--- src/rtl/core/assert_macros.svh ---
// ----------------------------------------------------------------------------
// Assertion macros
// Concurrent assertion wrappers shared by the RTL; empty when SYNTH is set.
// ----------------------------------------------------------------------------
`ifndef ASSERT_MACROS_SVH
`define ASSERT_MACROS_SVH

`ifndef SYNTH
`define ASSERT_PROP(label, clk, rst, prop) \
   label: assert property (@(posedge clk) disable iff (rst) prop) \
      else $error("%m: property failed");
`define ASSERT_NEVER(label, clk, rst, expr) \
   label: assert property (@(posedge clk) disable iff (rst) !(expr)) \
      else $error("%m: forbidden condition seen");
`else
`define ASSERT_PROP(label, clk, rst, prop)
`define ASSERT_NEVER(label, clk, rst, expr)
`endif

`endif

--- src/rtl/core/ole_pkg.sv ---
// ----------------------------------------------------------------------------
// Ordered list engine package
// Word types, command and status codes, and the cell control group.
// ----------------------------------------------------------------------------
package ole_pkg;

   localparam logic [2:0] CMD_APPEND  = 3'd0;
   localparam logic [2:0] CMD_PREPEND = 3'd1;
   localparam logic [2:0] CMD_DELETE  = 3'd2;
   localparam logic [2:0] CMD_FIND    = 3'd3;
   localparam logic [2:0] CMD_SINSERT = 3'd4;
   localparam logic [2:0] CMD_SDELETE = 3'd5;

   localparam logic [1:0] ST_DONE      = 2'd0;
   localparam logic [1:0] ST_NOT_FOUND = 2'd1;
   localparam logic [1:0] ST_FULL      = 2'd2;
   localparam logic [1:0] ST_DUP       = 2'd3;

   typedef struct packed {
      logic [2:0]         cmd;
      logic signed [31:0] key;
   } req_type;

   typedef struct packed {
      logic [1:0] status;
      logic       found;
      logic [3:0] position;
      logic [4:0] entry_count;
   } rsp_type;

   typedef struct packed {
      logic stop_on_gt;
      logic shift_in;
      logic shift_out;
   } cell_ctl_type;

endpackage

--- src/rtl/core/ole_cell.sv ---
// ----------------------------------------------------------------------------
// Ordered list cell
// Holds one key, compares it with the command key, extends the first-stop
// chain and shifts toward either neighbor on insert or delete.
// ----------------------------------------------------------------------------
module ole_cell #(
   parameter int KEY_WIDTH = 32
) (
   input  logic                        clock,
   input  ole_pkg::cell_ctl_type       ctl,
   input  logic signed [KEY_WIDTH-1:0] cmd_key,
   input  logic signed [KEY_WIDTH-1:0] left_key,
   input  logic signed [KEY_WIDTH-1:0] right_key,
   input  logic                        occ,
   input  logic                        seen_in,
   input  logic                        tgt,
   input  logic                        tgt_prev,
   output logic signed [KEY_WIDTH-1:0] key_out,
   output logic                        eq,
   output logic                        gt,
   output logic                        lt,
   output logic                        stop,
   output logic                        seen_out
);

   logic signed [KEY_WIDTH-1:0] key_ff;
   logic signed [KEY_WIDTH-1:0] key_in;

   always_comb begin
      key_in = key_ff;
      if (ctl.shift_in) begin
         if (tgt_prev) begin
            key_in = left_key;
         end else if (tgt) begin
            key_in = cmd_key;
         end
      end else if (ctl.shift_out && tgt) begin
         key_in = right_key;
      end
   end

   always_ff @(posedge clock) begin
      key_ff <= key_in;
   end

   assign key_out  = key_ff;
   assign eq       = occ && (key_ff == cmd_key);
   assign gt       = occ && (key_ff > cmd_key);
   assign lt       = occ && (key_ff < cmd_key);
   assign stop     = eq || (ctl.stop_on_gt && gt);
   assign seen_out = seen_in || stop;

endmodule

--- src/rtl/core/ordered_list_engine.sv ---
// ----------------------------------------------------------------------------
// Ordered list engine
// A word is taken only in idle. The exec state runs the compare, the first-stop
// chain through all cells and the shift in one step; it waits while an earlier
// response is held, then registers the result and returns to idle.
// Reset clears the entry count and the handshake state; cell keys are not reset.
// ----------------------------------------------------------------------------
`include "assert_macros.svh"

module ordered_list_engine #(
   parameter int CAPACITY  = 16,
   parameter int KEY_WIDTH = 32
) (
   input  logic             clock,
   input  logic             reset,
   input  logic             req_valid,
   output logic             req_ready,
   input  ole_pkg::req_type req_data,
   output logic             rsp_valid,
   input  logic             rsp_ready,
   output ole_pkg::rsp_type rsp_data
);

   localparam int CW = $clog2(CAPACITY + 1);
   localparam int PW = $clog2(CAPACITY);

   typedef enum logic [1:0] {
      S_IDLE = 2'b01,
      S_EXEC = 2'b10
   } state_type;

   typedef enum logic [1:0] {
      TGT_TAIL,
      TGT_ALL,
      TGT_SEEN
   } tgt_mode_type;

   state_type                   state_ff, state_in;
   logic [2:0]                  cmd_ff;
   logic signed [KEY_WIDTH-1:0] key_ff, key_conv;
   logic [CW-1:0]               count_ff, count_in;
   logic                        rsp_valid_ff, rsp_valid_in;
   ole_pkg::rsp_type            rsp_ff, rsp_in;

   ole_pkg::cell_ctl_type       ctl;
   logic signed [KEY_WIDTH-1:0] key_q [CAPACITY];
   logic [CAPACITY-1:0]         eq_v, gt_v, lt_v, stop_v, seen_v, occ_v, tgt_v;
   logic [CAPACITY-1:0]         seen_prev, occ_next, first_v, last_v;
   logic [PW-1:0]               pos_enc, pos_out;
   logic                        commit, full, any_stop, stop_is_eq, last_lt;
   logic                        do_ins, do_del, found;
   logic [1:0]                  status;
   tgt_mode_type                tgt_mode;

   generate
      if (KEY_WIDTH <= 32) begin : g_key_narrow
         assign key_conv = req_data.key[KEY_WIDTH-1:0];
      end else begin : g_key_wide
         assign key_conv = {{(KEY_WIDTH-32){req_data.key[31]}}, req_data.key};
      end
   endgenerate

   assign req_ready = (state_ff == S_IDLE);
   assign commit    = (state_ff == S_EXEC) && (!rsp_valid_ff || rsp_ready);
   assign full      = (count_ff >= CW'(CAPACITY));

   genvar gi;
   generate
      for (gi = 0; gi < CAPACITY; gi++) begin : g_cell
         logic signed [KEY_WIDTH-1:0] left_key, right_key;
         logic                        seen_in, tgt_prev;
         if (gi == 0) begin : g_head
            assign left_key = key_ff;
            assign seen_in  = 1'b0;
            assign tgt_prev = 1'b0;
         end else begin : g_body
            assign left_key = key_q[gi-1];
            assign seen_in  = seen_v[gi-1];
            assign tgt_prev = tgt_v[gi-1];
         end
         if (gi == CAPACITY - 1) begin : g_tail
            assign right_key = key_q[gi];
         end else begin : g_mid
            assign right_key = key_q[gi+1];
         end
         assign occ_v[gi] = (count_ff > CW'(gi));

         ole_cell #(
            .KEY_WIDTH (KEY_WIDTH)
         ) u_cell (
            .clock     (clock),
            .ctl       (ctl),
            .cmd_key   (key_ff),
            .left_key  (left_key),
            .right_key (right_key),
            .occ       (occ_v[gi]),
            .seen_in   (seen_in),
            .tgt       (tgt_v[gi]),
            .tgt_prev  (tgt_prev),
            .key_out   (key_q[gi]),
            .eq        (eq_v[gi]),
            .gt        (gt_v[gi]),
            .lt        (lt_v[gi]),
            .stop      (stop_v[gi]),
            .seen_out  (seen_v[gi])
         );
      end
   endgenerate

   assign seen_prev  = {seen_v[CAPACITY-2:0], 1'b0};
   assign occ_next   = {1'b0, occ_v[CAPACITY-1:1]};
   assign first_v    = stop_v & ~seen_prev;
   assign last_v     = occ_v & ~occ_next;
   assign any_stop   = seen_v[CAPACITY-1];
   assign stop_is_eq = |(first_v & eq_v);
   assign last_lt    = |(last_v & lt_v);

   always_comb begin
      pos_enc = '0;
      for (int i = 0; i < CAPACITY; i++) begin
         if (first_v[i]) begin
            pos_enc = pos_enc | PW'(i);
         end
      end
   end

   always_comb begin
      do_ins   = 1'b0;
      do_del   = 1'b0;
      tgt_mode = TGT_SEEN;
      status   = ole_pkg::ST_NOT_FOUND;
      found    = 1'b0;
      pos_out  = '0;
      unique case (cmd_ff) inside
         ole_pkg::CMD_APPEND: begin
            if (full) begin
               status = ole_pkg::ST_FULL;
            end else begin
               do_ins   = 1'b1;
               tgt_mode = TGT_TAIL;
               pos_out  = PW'(count_ff);
               status   = ole_pkg::ST_DONE;
            end
         end
         ole_pkg::CMD_PREPEND: begin
            if (full) begin
               status = ole_pkg::ST_FULL;
            end else begin
               do_ins   = 1'b1;
               tgt_mode = TGT_ALL;
               status   = ole_pkg::ST_DONE;
            end
         end
         ole_pkg::CMD_DELETE, ole_pkg::CMD_FIND: begin
            if (any_stop) begin
               found   = 1'b1;
               pos_out = pos_enc;
               status  = ole_pkg::ST_DONE;
               do_del  = (cmd_ff == ole_pkg::CMD_DELETE);
            end
         end
         ole_pkg::CMD_SINSERT: begin
            if (count_ff == '0 || (!(occ_v[0] && gt_v[0]) && last_lt)) begin
               tgt_mode = TGT_TAIL;
               if (full) begin
                  status = ole_pkg::ST_FULL;
               end else begin
                  do_ins  = 1'b1;
                  pos_out = PW'(count_ff);
                  status  = ole_pkg::ST_DONE;
               end
            end else if (any_stop && stop_is_eq) begin
               status  = ole_pkg::ST_DUP;
               found   = 1'b1;
               pos_out = pos_enc;
            end else if (any_stop) begin
               if (full) begin
                  status = ole_pkg::ST_FULL;
               end else begin
                  do_ins  = 1'b1;
                  pos_out = pos_enc;
                  status  = ole_pkg::ST_DONE;
               end
            end
         end
         ole_pkg::CMD_SDELETE: begin
            if (any_stop && stop_is_eq) begin
               found   = 1'b1;
               pos_out = pos_enc;
               status  = ole_pkg::ST_DONE;
               do_del  = 1'b1;
            end
         end
         default: begin
            status = ole_pkg::ST_NOT_FOUND;
         end
      endcase
   end

   always_comb begin
      ctl.stop_on_gt = (cmd_ff == ole_pkg::CMD_SINSERT) || (cmd_ff == ole_pkg::CMD_SDELETE);
      ctl.shift_in   = commit && do_ins;
      ctl.shift_out  = commit && do_del;
      case (tgt_mode)
         TGT_TAIL: tgt_v = ~occ_v;
         TGT_ALL:  tgt_v = '1;
         default:  tgt_v = seen_v;
      endcase
   end

   always_comb begin
      state_in     = state_ff;
      count_in     = count_ff;
      rsp_valid_in = rsp_valid_ff && !rsp_ready;
      rsp_in       = rsp_ff;
      unique case (state_ff)
         S_IDLE: begin
            if (req_valid) begin
               state_in = S_EXEC;
            end
         end
         S_EXEC: begin
            if (commit) begin
               if (do_ins) begin
                  count_in = count_ff + CW'(1);
               end else if (do_del) begin
                  count_in = count_ff - CW'(1);
               end
               rsp_valid_in         = 1'b1;
               rsp_in.status        = status;
               rsp_in.found         = found;
               rsp_in.position      = 4'(pos_out);
               rsp_in.entry_count   = 5'(count_in);
               state_in             = S_IDLE;
            end
         end
         default: begin
            state_in = S_IDLE;
         end
      endcase
   end

   always_ff @(posedge clock) begin
      if (reset) begin
         state_ff     <= S_IDLE;
         count_ff     <= '0;
         rsp_valid_ff <= 1'b0;
      end else begin
         state_ff     <= state_in;
         count_ff     <= count_in;
         rsp_valid_ff <= rsp_valid_in;
      end
   end

   always_ff @(posedge clock) begin
      rsp_ff <= rsp_in;
      if (req_valid && req_ready) begin
         cmd_ff <= req_data.cmd;
         key_ff <= key_conv;
      end
   end

   assign rsp_valid = rsp_valid_ff;
   assign rsp_data  = rsp_ff;

   `ASSERT_NEVER(a_count_range, clock, reset, count_ff > CW'(CAPACITY))
   `ASSERT_PROP(a_first_onehot, clock, reset, (state_ff == S_EXEC) |-> $onehot0(first_v))
   `ASSERT_PROP(a_stall_holds, clock, reset, (state_ff == S_EXEC && !commit) |=> $stable(count_ff))
   `ASSERT_PROP(a_commit_rsp, clock, reset, commit |=> (rsp_valid_ff && state_ff == S_IDLE))
   `ASSERT_NEVER(a_full, clock, reset, rsp_valid_ff && rsp_ff.status == ole_pkg::ST_FULL && !full)

endmodule
--- config.mk ---
export PLATFORM = sky130hd
export DESIGN_NAME = ordered_list_engine
export DESIGN_NICKNAME = d
export VERILOG_FILES = /design/src/rtl/core/ole_pkg.sv /design/src/rtl/core/ole_cell.sv /design/src/rtl/core/ordered_list_engine.sv
export VERILOG_INCLUDE_DIRS = /design/src /design/src/rtl/core
export SDC_FILE = /design/constraint.sdc
export NUM_CORES = 2
export LEC_CHECK = 0
export BUFFER_PORTS_ARGS = -buffer_cell sky130_fd_sc_hd__buf_2
export CAP_MARGIN = 0
export CORE_MARGIN = 2
export CORE_UTILIZATION = 32
export DETAILED_ROUTE_END_ITERATION = 7
export PLACE_DENSITY_LB_ADDON = 0.3
export SLEW_MARGIN = 20
export SYNTH_ARGS = -nofsm -noshare
export SYNTH_HDL_FRONTEND = slang
export SYNTH_SLANG_ARGS = --single-unit
--- constraint.sdc ---
create_clock -name clock -period 9.8 [get_ports clock]
set_input_delay 1.96 -clock clock [delete_from_list [all_inputs] [get_ports clock]]
set_output_delay 1.96 -clock clock [all_outputs]
set_load 0.02 [all_outputs]
==> results.md <==
- Result of the run: finished clean
- Crit path max fanout: 17
- Placer Congestion: 0.9896
- Slowest CP cell: a21o_1
- Synth Flop Type: edfxtp_1
- Top post-synthesis cells by area: edfxtp_1 (41%), ha_1 (16%), mux2i_1 (11%), nand2_1 (5.6%), o21ai_1 (5.4%)
- Core Rows: 131
- FF/Latch Area: 0.01695 mm²
- CTS root buf: clkbuf_16
- Post-Syn Area per Cell: 10.30 µm²
- Maxcap violations: 0
- Filler Cell Count: 12.61k
- Post-synth ARST share: 0%
- Share of cells above drive strength 1: 8.512%
- Critical Path Start: g_cell[0].left_key[29]
- CP required: 10.17 ns
- Hold Path Class: reg -> reg
- Synth top area share: 41.11%
- Critical Path Start Type: register
- Post-CTS Setup Bufs: 0
- Simple-gate area share of the yosys netlist: 12.10%
- Multi-input gate area: 0.02265 mm²
- Post-DP HPWL: 110400 µm
- Via count: 32.66k
- Worst setup margin: 1.090 ns
- Post-cts gate resize count: 0
- Grt ovf: 0
- Netlist cell types: 93
- Dpl ws: 1.416 ns
- R2R cell count: 16
- Overall global routing resource usage: 23.32%
- First-pass GRT wire length: 224000 µm
- Logic pwr share: 14.5%
- Initial antenna violation count: 7
- Final instance area: 0.04536 mm²
- DR vias/cell: 5.748
- Inst Count DP: 5554
- Switching Fraction: 27.65%
- Largest net degree at the start of global routing: 156
- Worst setup path end: g_cell[14].u_cell.key_out[31]
- Final setup fails: 0
- H-tree levels: 3
- CP arrival: 9.08 ns
- Psw: 1.768 mW
- Synth top cells by count: nand2_1 (608), edfxtp_1 (559), ha_1 (516)
- Yosys top cell by area: edfxtp_1
- R2r startpoint: g_cell[0].left_key[29]
- Adder-Cell Fraction of Synth Area: 15.81%
- Fin. Hold Viols: 0
- Final Non-Filler Cells: 5682
- Kind of critical path: reg -> reg
- CTS clock-pin slew for the worst setup and hold paths: 0.06 ns
- Multiplexer share of the synthesized area: 11.95%
- Initial core utilization: 32.15%
- Hold_buf cts: 0
- Hold path cells: 2
- Synth Area in Compound Gates: 14.79%
- Synth Area in XOR/XNOR: 0.1072%
- Routed wire length: 155200 µm
- DR DRC count: 0
- Worst hold slack: 0.5032 ns
- Cell mode on critical path: o21ai_0
- Placed cell areas: 0.04299 mm²
- Synthesized instance count: 3966
- Initial DRC count: 3653
- Slew Limit Headroom: 13.07%
- Number of global-route vias before repair: 31.77k
- Clock sink total: 567
- Fin crit share: 88.88%
- Most frequent cell after synthesis: nand2_1
- Number of synthesized flops with an enable pin: 559
- Setup_tns: 0 ns
- # nets final: 4518
- Die ar.: 0.1305 mm²
- Crit path time final: 8.710 ns
- Die height: 361.2 µm
- CP max stage delay: 0.92 ns
- Flops & latches, synth: 567
- CP endpoint kind: register
- Layout area overhead: 11.07%
- Sequential power share: 42.7%
- R2R Path End: g_cell[14].u_cell.key_out[31]
- Final Skew: 0.02559 ns
- Worst-Skew Late Latency: 0.65 ns
- Seq/Total Area, Yosys: 41.50%
- ANT nets after route: 0
- Worst IR drop on VDD: 107.5 µV
- Core Region: 0.1270 mm²
- Avg WL per Cell: 27.32 µm
- Power share of the clock group: 42.8%
- Detailed Routing Iterations Pass 1: 6
- TritonCTS clock tree: built
- Mapped Nets: 4521
- Synth Warn #: 0
- Crit-path cells: inv_1 > ha_1 > a21oi_1 > o21bai_1 > a211oi_2 > nor4b_2 > o21ai_0 > o2111a_1 > nor3b_1 > nand4_1 > o21ai_0 > mux2_2 > or2_1 > a21o_1 > o22ai_4 > buf_4
- Worst reg2reg setup slack: 1.09 ns
- Power Internal: 4.625 mW
- P_leak: 18.85 nW
- Fmax: 114.8 MHz
- CTS max path bufs: 3
- Unrepaired setup endpoints after global routing: false
- Slew @ Worst Pin: 1.292 ns
- Mapped Area: 0.04084 mm²
- Max-slew violation count: 0
- P per Cell Area: 140.9 mW/mm²
- Io pins: 53
- Largest family of logic cells by synthesized area: adder cells
- Die Span X: 361.2 µm
- I/O Buffers: 52
- TritonCTS buffer count: 69
[power by group through the flow]
stage / Sequential (mW) / Combinational, mW / Clock, mW
6_report: 2.73 / 0.929 / 2.73
5_1_grt: 2.73 / 0.997 / 2.86
4_1_cts: 2.73 / 0.915 / 2.78
3_5_place_dp: 2.78 / 0.912 / 0
3_3_place_gp: 2.78 / 0.902 / 0
2_1_floorplan: 2.74 / 0.622 / 0
[per-layer routing]
metal / vias to the layer above / track usage (%) / share of wire [%]
li1: 15090 / - / -
met3: 272 / 5.389 / 8.5
met1: 15940 / 30.83 / 43
met2: 1357 / 36.74 / 44
met5: - / 0 / 0
met4: 0 / 9.262 / 4.3
[sequential cells by signal (all words and copies together) (netlist names)]
signal / count
rsp_valid: 1
count_ff: 5
g_cell.u_cell.key_out: 512
g_cell.left_key: 32
state_ff: 2
cmd_ff: 3
rsp_data: 12
[cell type report]
| cell class | count | area share [%] |
|---|---|---|
| inverter | 93 | 0.7696 |
| clock buffer | 89 | 4.201 |
| antenna | 2 | 0.01103 |
| tap | 1662 | 4.585 |
| sequential | 567 | 37.36 |
| multi-input combinational | 3100 | 49.93 |
| clock inverter | 37 | 0.9682 |
| timing repair buffer | 132 | 2.174 |
[kinds of logic after synthesis]
family / count (synthesis)
AOI/OAI and AO/OA: 1023
and+or+nand+nor: 1073
adders and majority gates: 516
buffers and inverters: 299
xor gates and xnor gates: 5
muxes: 483
DFF: 567
[critical path, delay by kind of cell, from the launching register on]
kind / cells / cell delay [ns]
DFF: 1 / 0.75
AOI/OAI and AO/OA: 8 / 3.67
buffers and inverters: 2 / 0.99
muxes: 1 / 0.24
adders and majority gates: 1 / 0.48
and+or+nand+nor: 4 / 2.25
[worst min-delay path by stage]
stage	start	endpoint	slack (ns)
after CTS	state_ff[1]	rsp_valid	0.51
after global placement	state_ff[1]	rsp_valid	0.50
after floorplan	state_ff[1]	rsp_valid	0.48
after detailed placement	state_ff[1]	rsp_valid	0.51
final	state_ff[1]	rsp_valid	0.50
after global routing	state_ff[1]	rsp_valid	0.54
[stage by stage]
stage	utilization, %	total power, mW
global route	35.70	6.593
floorplan	-	3.367
finish	35.71	6.393
global placement	33.83	3.681
CTS	35.68	6.420
detailed placement	33.84	3.691
[cells in the final DEF, fill, tap and decap left out, types with 19 or more instances in the layout]
cell type and n:
nand4_1 105, clkbuf_16 72, o21ai_0 109, buf_4 70, nor2b_1 30, inv_1 91
nand3_1 87, o211ai_1 19, o21ai_1 443, nand2_1 607, nor3_1 29, edfxtp_1 559
mux2i_1 447, mux2_2 35, nor2_1 77, nand2b_1 19, ha_1 516, a211oi_1 26
buf_2 52, a21oi_1 194, nor4_1 20, a21o_1 50
No activity file was read; power rests on OpenSTA's default activity.
